[config.mk]
export PLATFORM = sky130hd
export DESIGN_NAME = modular_exponentiation_flat
export DESIGN_NICKNAME = d
export VERILOG_FILES = /design/src/hw/rtl/mexp_pkg.sv /design/src/hw/rtl/mexp_if.sv /design/src/hw/rtl/mexp_mul.sv /design/src/hw/rtl/modular_exponentiation.sv /design/src/flat_wrapper.sv
export VERILOG_INCLUDE_DIRS = /design/src /design/src/hw/rtl
export SDC_FILE = /design/constraint.sdc
export NUM_CORES = 1
export LEC_CHECK = 0
export BUFFER_PORTS_ARGS = -buffer_cell sky130_fd_sc_hd__buf_2
export CAP_MARGIN = 20
export CORE_MARGIN = 10
export CORE_UTILIZATION = 45
export DETAILED_ROUTE_END_ITERATION = 12
export GPL_ROUTABILITY_DRIVEN = 0
export SETUP_SLACK_MARGIN = 0.4
export SYNTH_ARGS = -nofsm -noshare
export SYNTH_HDL_FRONTEND = slang
export SYNTH_SLANG_ARGS = --single-unit
[constraint.sdc]
create_clock -name clk -period 9.25 [get_ports clk]
set_clock_uncertainty 0.15 [all_clocks]
set_input_delay 0.925 -clock clk [delete_from_list [all_inputs] [get_ports clk]]
set_output_delay 0.925 -clock clk [all_outputs]
set_load 0.02 [all_outputs]
[src/hw/rtl/modular_exponentiation_macros.svh]
// ----------------------------------------------------------------------------
// Modular exponentiation assertion macros
// Shared concurrent assertion helpers, clocked on clk and disabled in reset.
// ----------------------------------------------------------------------------
`ifndef MODULAR_EXPONENTIATION_MACROS_SVH
`define MODULAR_EXPONENTIATION_MACROS_SVH

// Property that must hold at every clock edge outside of reset.
`define MEXP_ASSERT(lbl, prop, msg) \
  lbl: assert property (@(posedge clk) disable iff (!rst_n) (prop)) else $error(msg);

// Condition that must never be true outside of reset.
`define MEXP_NEVER(lbl, cond, msg) \
  `MEXP_ASSERT(lbl, !(cond), msg)

`endif

[src/hw/rtl/mexp_pkg.sv]
// ----------------------------------------------------------------------------
// Modular exponentiation package
// Field types and constants shared by the exponentiation block.
// ----------------------------------------------------------------------------
`default_nettype none

package mexp_pkg;

  localparam int RES_W     = 30;
  localparam int EXP_W     = 32;
  localparam int EXP_WIDTH = 32;
  localparam int SCAN_BITS = (EXP_WIDTH < EXP_W) ? EXP_WIDTH : EXP_W;
  localparam int MUL_STEPS = RES_W;
  localparam int MUL_CNT_W = $clog2(MUL_STEPS + 1);
  localparam int BIT_CNT_W = $clog2(SCAN_BITS + 1);
  localparam int WIDE_W    = RES_W + 2;

  typedef logic [RES_W-1:0]  residue_t;
  typedef logic [EXP_W-1:0]  exponent_t;
  typedef logic [WIDE_W-1:0] wide_t;

  localparam wide_t PRIME    = WIDE_W'(998244353);
  localparam wide_t PRIME_X2 = WIDE_W'(2 * 998244353);

endpackage

`default_nettype wire

[src/hw/rtl/mexp_if.sv]
// ----------------------------------------------------------------------------
// Modular exponentiation stream interfaces
// Valid/ready channels for operand items and result items.
// ----------------------------------------------------------------------------
`default_nettype none

interface mexp_in_if;
  logic                 valid;
  logic                 ready;
  mexp_pkg::residue_t   base;
  mexp_pkg::exponent_t  exponent;

  modport source (output valid, output base, output exponent, input ready);
  modport sink   (input valid, input base, input exponent, output ready);
endinterface

interface mexp_out_if;
  logic                 valid;
  logic                 ready;
  mexp_pkg::residue_t   power;

  modport source (output valid, output power, input ready);
  modport sink   (input valid, input power, output ready);
endinterface

`default_nettype wire

[src/hw/rtl/mexp_mul.sv]
// ----------------------------------------------------------------------------
// Bit-serial modular multiplier
// Interleaved multiply and reduce, one multiplier bit per cycle, MSB first.
// ----------------------------------------------------------------------------
`default_nettype none

`include "modular_exponentiation_macros.svh"

module mexp_mul (
  input  wire logic               clk,
  input  wire logic               rst_n,
  input  wire logic               start,
  input  wire mexp_pkg::residue_t a,
  input  wire mexp_pkg::residue_t b,
  output logic                    done,
  output mexp_pkg::residue_t      prod
);
  import mexp_pkg::*;

  residue_t             a_r, a_nxt;
  residue_t             b_r, b_nxt;
  residue_t             acc_r, acc_nxt;
  logic [MUL_CNT_W-1:0] cnt_r, cnt_nxt;
  logic                 busy_r, busy_nxt;
  logic                 done_r, done_nxt;
  wide_t                sum;
  wide_t                red;

  // Doubling the partial result and adding the multiplicand stays below
  // three times the prime, so at most two subtractions bring it back.
  always_comb begin
    sum = {1'b0, acc_r, 1'b0} + (b_r[RES_W-1] ? {2'b00, a_r} : '0);
    if (sum >= PRIME_X2) begin
      red = sum - PRIME_X2;
    end else if (sum >= PRIME) begin
      red = sum - PRIME;
    end else begin
      red = sum;
    end
  end

  always_comb begin
    a_nxt    = a_r;
    b_nxt    = b_r;
    acc_nxt  = acc_r;
    cnt_nxt  = cnt_r;
    busy_nxt = busy_r;
    done_nxt = 1'b0;
    if (start) begin
      a_nxt    = a;
      b_nxt    = b;
      acc_nxt  = '0;
      cnt_nxt  = MUL_CNT_W'(MUL_STEPS);
      busy_nxt = 1'b1;
    end else if (busy_r) begin
      acc_nxt = red[RES_W-1:0];
      b_nxt   = {b_r[RES_W-2:0], 1'b0};
      cnt_nxt = cnt_r - 1'b1;
      if (cnt_r == MUL_CNT_W'(1)) begin
        busy_nxt = 1'b0;
        done_nxt = 1'b1;
      end
    end
  end

  always_ff @(posedge clk) begin
    if (!rst_n) begin
      busy_r <= 1'b0;
      done_r <= 1'b0;
      cnt_r  <= '0;
    end else begin
      busy_r <= busy_nxt;
      done_r <= done_nxt;
      cnt_r  <= cnt_nxt;
    end
  end

  always_ff @(posedge clk) begin
    a_r   <= a_nxt;
    b_r   <= b_nxt;
    acc_r <= acc_nxt;
  end

  assign done = done_r;
  assign prod = acc_r;

  `MEXP_ASSERT(a_mul_prod_reduced, done_r |-> ({2'b00, acc_r} < PRIME), "product not reduced")
  `MEXP_ASSERT(a_mul_busy_count, busy_r |-> (cnt_r != '0), "busy with zero step count")
  `MEXP_NEVER(a_mul_restart_busy, start && busy_r, "multiplier restarted while busy")

endmodule

`default_nettype wire

[src/hw/rtl/modular_exponentiation.sv]
// ----------------------------------------------------------------------------
// Modular exponentiation modulo 998244353
// Right-to-left square-and-multiply over two bit-serial modular multipliers.
// ----------------------------------------------------------------------------
// Each of the 32 scanned exponent bits passes through a start state, 30 serial
// multiply steps and a wait state that takes the products; the result then
// moves into the output register. A new item is taken only once the
// sequencer is idle again; a result that is not taken holds the sequencer
// until the register frees.
// Reset (synchronous, active low) returns the sequencer to idle, empty output.
// ----------------------------------------------------------------------------
`default_nettype none

`include "modular_exponentiation_macros.svh"

module modular_exponentiation (
  input  wire logic  clk,
  input  wire logic  rst_n,
  mexp_in_if.sink    in_if,
  mexp_out_if.source out_if
);
  import mexp_pkg::*;

  // One-hot sequencer states.
  typedef enum logic [3:0] {
    S_IDLE  = 4'b0001,
    S_START = 4'b0010,
    S_WAIT  = 4'b0100,
    S_DONE  = 4'b1000
  } state_t;

  state_t               state_r, state_nxt;
  residue_t             acc_r, acc_nxt;
  residue_t             sq_r, sq_nxt;
  logic [SCAN_BITS-1:0] exp_r, exp_nxt;
  logic [BIT_CNT_W-1:0] bit_cnt_r, bit_cnt_nxt;
  logic                 out_valid_r, out_valid_nxt;
  residue_t             out_power_r, out_power_nxt;

  logic     in_fire;
  logic     out_fire;
  logic     mul_start;
  logic     done_acc;
  logic     done_sq;
  residue_t prod_acc;
  residue_t prod_sq;
  wide_t    base_ext;
  residue_t base_red;

  // Input is only taken when the sequencer is idle; the output register is
  // separate, so a pending result does not hold off the next transfer.
  assign in_if.ready = (state_r == S_IDLE);
  assign in_fire     = in_if.valid && in_if.ready;
  assign out_fire    = out_if.valid && out_if.ready;

  // The base field can exceed the prime by less than one prime, so a single
  // conditional subtraction reduces it.
  always_comb begin
    base_ext = {2'b00, in_if.base};
    if (base_ext >= PRIME) begin
      base_red = RES_W'(base_ext - PRIME);
    end else begin
      base_red = in_if.base;
    end
  end

  // Both multipliers start together: one forms result times square, the
  // other squares the running square. The product into the result is kept
  // only when the current exponent bit is set.
  assign mul_start = (state_r == S_START);

  mexp_mul u_mul_acc (
    .clk   (clk),
    .rst_n (rst_n),
    .start (mul_start),
    .a     (acc_r),
    .b     (sq_r),
    .done  (done_acc),
    .prod  (prod_acc)
  );

  mexp_mul u_mul_sq (
    .clk   (clk),
    .rst_n (rst_n),
    .start (mul_start),
    .a     (sq_r),
    .b     (sq_r),
    .done  (done_sq),
    .prod  (prod_sq)
  );

  always_comb begin
    state_nxt     = state_r;
    acc_nxt       = acc_r;
    sq_nxt        = sq_r;
    exp_nxt       = exp_r;
    bit_cnt_nxt   = bit_cnt_r;
    out_valid_nxt = out_valid_r;
    out_power_nxt = out_power_r;

    // A result leaves once the sink takes the transfer.
    if (out_fire) begin
      out_valid_nxt = 1'b0;
    end

    unique case (state_r)
      S_IDLE: begin
        if (in_fire) begin
          acc_nxt     = RES_W'(1);
          sq_nxt      = base_red;
          exp_nxt     = in_if.exponent[SCAN_BITS-1:0];
          bit_cnt_nxt = BIT_CNT_W'(SCAN_BITS);
          state_nxt   = S_START;
        end
      end
      S_START: begin
        state_nxt = S_WAIT;
      end
      S_WAIT: begin
        if (done_acc && done_sq) begin
          if (exp_r[0]) begin
            acc_nxt = prod_acc;
          end
          sq_nxt      = prod_sq;
          exp_nxt     = exp_r >> 1;
          bit_cnt_nxt = bit_cnt_r - 1'b1;
          if (bit_cnt_r == BIT_CNT_W'(1)) begin
            state_nxt = S_DONE;
          end else begin
            state_nxt = S_START;
          end
        end
      end
      S_DONE: begin
        // Hand the result over once the output register is free.
        if (!out_valid_r || out_if.ready) begin
          out_valid_nxt = 1'b1;
          out_power_nxt = acc_r;
          state_nxt     = S_IDLE;
        end
      end
      default: begin
        state_nxt = S_IDLE;
      end
    endcase
  end

  always_ff @(posedge clk) begin
    if (!rst_n) begin
      state_r     <= S_IDLE;
      bit_cnt_r   <= '0;
      out_valid_r <= 1'b0;
    end else begin
      state_r     <= state_nxt;
      bit_cnt_r   <= bit_cnt_nxt;
      out_valid_r <= out_valid_nxt;
    end
  end

  always_ff @(posedge clk) begin
    acc_r       <= acc_nxt;
    sq_r        <= sq_nxt;
    exp_r       <= exp_nxt;
    out_power_r <= out_power_nxt;
  end

  assign out_if.valid = out_valid_r;
  assign out_if.power = out_power_r;

  `MEXP_ASSERT(a_top_power_reduced, out_valid_r |-> ({2'b00, out_power_r} < PRIME), "result not reduced")
  `MEXP_ASSERT(a_top_accept_starts, in_fire |=> (state_r == S_START), "accepted item did not start")
  `MEXP_NEVER(a_top_mul_sync, done_acc != done_sq, "multipliers out of step")

endmodule

`default_nettype wire

[src/flat_wrapper.sv]
// flat-port wrapper written by rule: the top's interface ports become plain ports
module modular_exponentiation_flat import mexp_pkg::*;
  (clk, rst_n, in_if_valid, in_if_base, in_if_exponent, in_if_ready, out_if_valid, out_if_power, out_if_ready);
  mexp_in_if in_if_i ();
  mexp_out_if out_if_i ();
  input  wire logic clk;
  input  wire logic rst_n;
  input wire logic [$bits(in_if_i.valid)-1:0] in_if_valid;
  input wire logic [$bits(in_if_i.base)-1:0] in_if_base;
  input wire logic [$bits(in_if_i.exponent)-1:0] in_if_exponent;
  output wire logic [$bits(in_if_i.ready)-1:0] in_if_ready;
  output wire logic [$bits(out_if_i.valid)-1:0] out_if_valid;
  output wire logic [$bits(out_if_i.power)-1:0] out_if_power;
  input wire logic [$bits(out_if_i.ready)-1:0] out_if_ready;
  assign in_if_i.valid = in_if_valid;
  assign in_if_i.base = in_if_base;
  assign in_if_i.exponent = in_if_exponent;
  assign in_if_ready = in_if_i.ready;
  assign out_if_valid = out_if_i.valid;
  assign out_if_power = out_if_i.power;
  assign out_if_i.ready = out_if_ready;
  modular_exponentiation u_core (.clk(clk), .rst_n(rst_n), .in_if(in_if_i), .out_if(out_if_i));
endmodule
# Yosys cells after proc, flatten, opt, wreduce, memory -nomap -nowiden
# Index checks and enable logic that the tools add are counted.
# Widths: inputs -> output; s select.
dict set report word_totals {
  out_inout_bits 32
  in_bits 66
  latch_bits 0
  n_memories 0
  mem_bits_ro 0
  reg_bits 327
  ram_bits 0
  elab_cells 109
}
dict set report op_classes {
  div 0
  n_shift 0
  reduce_logical 15
  bitwise 3
  eq_ne 11
  n_lt_le_gt_ge 5
  addsub 10
  multipliers 0
  mux 44
}
# operator count
set op_table {}
lappend op_table {{$mux 30} 16}
lappend op_table {{$sub 30x30->30 const B} 5}
lappend op_table {{$pmux 30 s2} 2}
lappend op_table {{$add 31x30->32} 2}
lappend op_table {{$ge 32x30->1 const B} 2}
lappend op_table {{$ge 32x31->1 const B} 2}
lappend op_table {{$mux 32} 2}
lappend op_table {{$pmux 32 s2} 1}
lappend op_table {{$ge 30x30->1 const B} 1}
lappend op_table {{$mux 5} 4}
lappend op_table {{$mux 4} 4}
lappend op_table {{$pmux 4 s4} 1}
lappend op_table {{$mux 6} 2}
lappend op_table {{$pmux 6 s2} 1}
lappend op_table {{$mux 1} 11}
lappend op_table {{$eq 5x1->1 const B} 2}
lappend op_table {{$sub 5x1->5 const B} 2}
lappend op_table {{$eq 6x1->1 const B} 1}
lappend op_table {{$ne 2x1->1 const B} 3}
lappend op_table {{$reduce_and 3->1} 2}
lappend op_table {{$reduce_bool 2->1} 3}
lappend op_table {{$reduce_or 3->1} 2}
lappend op_table {{$sub 6x1->6 const B} 1}
lappend op_table {{$eq 4x1->1 const B} 1}
lappend op_table {{11 further kinds} 15}

# Longest topological paths before layout
dict set report logic_depth {
  word_depth 5
  ltp_mapped 20
}

# By module
# A second synthesis with hierarchy kept.
dict set report hier_totals {
  cells_unflattened 2053
  area_unflattened_um2 20100.5
}
# module cells_per_inst n_inst area_each_um2
set modules_own_cells {}
lappend modules_own_cells {{mexp_mul at u_core.u_mul_acc} 826 1 7385.8}
lappend modules_own_cells {{mexp_mul at u_core.u_mul_sq} 729 1 6794.0}
lappend modules_own_cells {modular_exponentiation 498 1 5920.7}

# Worst setup path before layout
# Ideal clock, no wire load.
dict set report synth_timing {
  path_kind {input port to flip-flop}
  startpoint {input port in_if_base[6]}
  endpoint {register u_core.sq_r[9] (data pin)}
  slack_ns 4.530
  arrival_ns 4.306
  path_stages 13
  setup_ns 0.264
  path_cell_list {or4_4 > or4_4 > nor3_4 > nand2_2 > nor4_2 > inv_1 > or3_1 > a21bo_1 > or2_4 > or3_4 > or4_1 > xor2_1 > o21ai_1}
}
dict set report synth_via {
  elab_chain_len 4
}
# element line
set synth_lines {}
lappend synth_lines {{start, declared} flat_wrapper.sv:9} ;# input wire logic [$bits(in_if_i.base)-1:0] in_if_base;
lappend synth_lines {{$sub 30x30->30 / $ge 30x30->1 (equally long branches)} {modular_exponentiation.sv:61, modular_exponentiation.sv:60}}
lappend synth_lines {{$mux 30 (*)} modular_exponentiation.sv:60} ;# if (base_ext >= PRIME) begin
lappend synth_lines {{$mux 30 (*)} modular_exponentiation.sv:108} ;# if (in_fire) begin
lappend synth_lines {{$pmux 30 s2 (*)} modular_exponentiation.sv:106} ;# unique case (state_r)
lappend synth_lines {{net u_core.sq_nxt[9]} modular_exponentiation.sv:34} ;# residue_t sq_r, sq_nxt;
lappend synth_lines {{end signal, assigned} modular_exponentiation.sv:162} ;# sq_r <= sq_nxt;
lappend synth_lines {{end, declared} modular_exponentiation.sv:34}
# Mark *: on every way through the listed nets, which the timed path passes. The rest lies on a longest branch. The select of a mux whose other input is x is not followed.
# A chain may end at the register's enable or synchronous reset.

# Final worst setup path
dict set report layout_timing {
  startpoint {register u_core.u_mul_acc.b_r[29]}
  endpoint {register u_core.u_mul_acc.acc_r[18], in the netlist u_core.u_mul_acc.prod[18]}
}
dict set report layout_via {
  elab_chain_len 5
}
# element line
set layout_lines {}
lappend layout_lines {{start, declared} mexp_mul.sv:21} ;# residue_t b_r, b_nxt;
lappend layout_lines {{start signal, assigned} mexp_mul.sv:80} ;# b_r <= b_nxt;
lappend layout_lines {{$mux 30 (*)} mexp_mul.sv:32} ;# sum = {1'b0, acc_r, 1'b0} + (b_r[RES_W-1] ? {2'b00, a_r} : '0);
lappend layout_lines {{$add 31x30->32 (*)} mexp_mul.sv:32}
lappend layout_lines {{$sub 30x30->30 / $ge 32x30->1 (equally long branches)} {mexp_mul.sv:36, mexp_mul.sv:35}}
lappend layout_lines {{$mux 30} mexp_mul.sv:35} ;# end else if (sum >= PRIME) begin
lappend layout_lines {{$mux 30 (*)} mexp_mul.sv:33} ;# if (sum >= PRIME_X2) begin
lappend layout_lines {{end signal, assigned} mexp_mul.sv:81} ;# acc_r <= acc_nxt;
lappend layout_lines {{end, declared} mexp_mul.sv:22} ;# residue_t acc_r, acc_nxt;
# Mark *: on every way between the ends. The rest lies on a longest branch, timed or not.

==> results.md <==
- Minimum clock period: between 6000 and 7000 ps
- Worst setup EP type: flop
- CTS max path bufs: 3
- Hold WC Path Type: reg -> reg
- CTS sink count: 327
- Initial core utilization: 45.4%
- WL final: roughly 48000 um
- Hold Crit Start: u_core.acc_r[15]$_SDFFCE_PN0P_
- Most common cell after layout, fill and taps aside: nand2_1
- CP Launch Type: flop
- Number of distinct library cells after synthesis: 83
- Fin util: 51.1%
- Post-Syn Area: between 15000 and 20000 sq um
- Most frequent cells in the layout: nand2_1, edfxtp_1, o21ai_0
- GR Util met1: between 20% and 30%
- RSZ-0062 raised after global routing: no
- Post-CTS Resized: 0
- # rows: 74
- Hold depth: 0
- Slew headroom: 30.3%
- Critical path required time: about 9600 ps
- MaxCap Viol Count: 0
- H-tree Lvls: 2
- WS Path Type: reg -> reg
- Post-place instance area: between 15000 and 20000 sq um
- PwrDens: 279 nW/um^2
- Num CTS Buffers: 38
- Max VDD drop: roughly 130 uV
- Slew Limit Fails: 0
- Total track usage: a little under a fifth
- Wire per inst: around 19 um
- Port Buf Inserts: 97
- RR Endpoint: u_core.u_mul_acc.prod[18]$_SDFFE_PP0P_
- Syn Nets: 2092
- Leak Pwr: approximately 8 nW
- Setup bufs post-CTS: 0
- Number of diodes: 0
- Clock slew at reported path FFs: about 60 ps
- Design Area, Final: 20800 sq um
- DRT antenna net count: 0
- Flop2flop setup slack: ~3200 ps
- Antenna violations before repair: 0
- Largest net degree at the start of global routing: 86
- Number of synthesized register bits: 327
- Post-synth ARST share: 0%
- Least-Margin Pin Slew: approximately 1000 ps
- Most used routing layer: met2
- Met3 Use GR: between 2 and 3%
- Worst EP arrival: approximately 6400 ps
- # IOs: 98
- Worst-Skew Late Latency: around 570 ps
- Starting DRT DRC Count: a little under 1000
- Fin cells: about 2600
- Seq/Total Area, Yosys: a little under 50%
- Area grow syn2layout: 12.5%
- Area of the die: 49600 sq um
- M2 GR Usage: 33.2%
- Number of global-route vias before repair: 14309
- Syn_area_per_cell: 9.49 sq um
- Ratio of final minimum period to clock period: about two thirds
- DRC Markers: 0
- Initial DRT Pass Iterations: 7
- Fillers: approximately 3800
- Vias per cell: about 5.6
- EDFF count, synth: between 200 and 250
- Hold endpoint: u_core.u_mul_acc.a_r[15]$_DFFE_PP_
- Fmax: 165 MHz
- Global route overflow: 0
- Via count: approximately 14000
- CTS tree: built
- Top FF cell, synth: edfxtp_1
- Setup Viol. Count Final: 0
- Max FO, Critical Path: 30
- Die span in y: ~220 um
- Syn. warnings: 0
- Nets: around 2200
- Final hold vios: 0
- Inst Count DP: around 2500
- Post-Syn Instances: around 1900
- Final hold slack: slightly below 300 ps
- Setup TNS: 0 ps
- Hold_buf cts: 0
- Layout cell share with drive strength beyond 1: 10.4%
- R2r worst-path depth: 17
- Root Driver: clkbuf_16
- Die W: ~220 um
- Origin of the worst setup path: u_core.u_mul_acc.b_r[29]$_DFFE_PP_
- Status: completed
- First-pass GRT wire length: 76400 um
- Dpl hpwl: 33700 um
- Worst r2r src: u_core.u_mul_acc.b_r[29]$_DFFE_PP_
- Core area: 40700 sq um
[critical path, cell delays in order (launching register included)]
cell	delay [ps]
edfxtp_1	910
and2_1	230
ha_1	190
inv_1	70
fa_1	390
nand2b_1	190
a21o_1	220
a21oi_1	510
o21ai_0	160
a22oi_1	220
xor2_1	520
nor3b_1	490
o2111ai_1	210
o21ai_2	380
a31oi_2	340
o31a_1	330
or3_1	310
a21oi_1	140
[how the worst max path moves through the flow]
stage / endpoint / slack (ps) / depth (start not counted)
after global placement: u_core.u_mul_acc.prod[11]$_SDFFE_PP0P_ / 3450 / 17
after floorplan: u_core.sq_r[9]$_DFFE_PP_ / 4530 / 13
after global routing: u_core.u_mul_acc.prod[18]$_SDFFE_PP0P_ / 2680 / 17
after detailed placement: u_core.u_mul_acc.prod[18]$_SDFFE_PP0P_ / 3280 / 17
after CTS: u_core.u_mul_acc.prod[18]$_SDFFE_PP0P_ / 3230 / 17
final: u_core.u_mul_acc.prod[18]$_SDFFE_PP0P_ / 3200 / 17
[sequential cells by signal, indices dropped and copies added, names as in the netlist, 4 cells and up]
name	flops
u_core.acc_r	30
u_core.bit_cnt_r	6
u_core.exp_r	32
u_core.out_if.power	30
u_core.sq_r	30
u_core.state_r	4
u_core.u_mul_acc.a_r	30
u_core.u_mul_acc.b_r	30
u_core.u_mul_acc.cnt_r	5
u_core.u_mul_acc.prod	30
u_core.u_mul_sq.a_r	30
u_core.u_mul_sq.b_r	30
u_core.u_mul_sq.cnt_r	5
u_core.u_mul_sq.prod	30
[synthesized netlist by cell type (all sizes together), types with 10 or more instances]
| library cell | number | area share [%] |
|---|---|---|
| nand3 | 38 | 1.0 |
| xor2 | 48 | 2.3 |
| nor2 | 119 | 2.4 |
| and2 | 107 | 3.6 |
| a21oi | 115 | 3.1 |
| o211ai | 13 | 0.53 |
| inv | 36 | 0.73 |
| nand4 | 20 | 0.68 |
| nand2b | 13 | 0.44 |
| a211oi | 32 | 1.3 |
| clkbuf | 79 | 1.6 |
| nor3b | 14 | 0.57 |
| a21o | 29 | 1.2 |
| a21boi | 15 | 0.61 |
| edfxtp | 242 | 39 |
| ha | 76 | 5.1 |
| a31oi | 20 | 0.74 |
| nor4 | 19 | 0.71 |
| nand2 | 379 | 7.7 |
| xnor2 | 68 | 3.2 |
| and3 | 16 | 0.54 |
| o21ai | 140 | 3.8 |
| nor4b | 10 | 0.47 |
| or3 | 22 | 0.77 |
| nor2b | 15 | 0.51 |
| dfxtp | 85 | 9.2 |
| o21a | 12 | 0.49 |
| nor3 | 46 | 1.3 |
[through the flow]
stage          worst slack [ps]  power, mW
6_report                   3200       5.79
5_1_grt                    2680       6.16
4_1_cts                    3230       5.81
3_5_place_dp               3280       4.19
3_3_place_gp               3450       4.17
2_1_floorplan              4530       3.63
[report_power, final]
group | switching, mW | internal, mW
combinational | 1.41 | 0.835
sequential | 0.167 | 1.79
clock | 0.628 | 0.965
[metal layers]
| metal | part of all wire (%) | vias up |
|---|---|---|
| met5 | 0 | - |
| met4 | 2.9 | 0 |
| met3 | 3.7 | 83 |
| met2 | 50 | 337 |
| met1 | 44 | 6873 |
| li1 | - | 7168 |
[cell families (layout without fill, tap and decap cells)]
group | count (synthesis) | after routing | synth area share (%)
AND/OR/NAND/NOR | 849 | 849 | 22.2
multiplexers | 6 | 6 | 0.338
flip-flops | 327 | 327 | 48.5
adder cells (fa/ha/maj) | 78 | 78 | 5.36
buffers and inverters | 120 | 216 | 2.48
XOR/XNOR | 116 | 116 | 5.49
AO/OA/AOI/OAI | 452 | 452 | 15.6
[layout make-up]
cell class,instances,area (sq um),area share [%]
repair buffers,109,576,2.77
clock buffers,55,1160,5.58
clock inverters,15,196,0.944
inverters,37,141,0.680
well taps,532,666,3.20
multi-input cells,1501,9090,43.7
flip-flops and latches,327,8970,43.1
No activity file was read; power rests on OpenSTA's default activity.
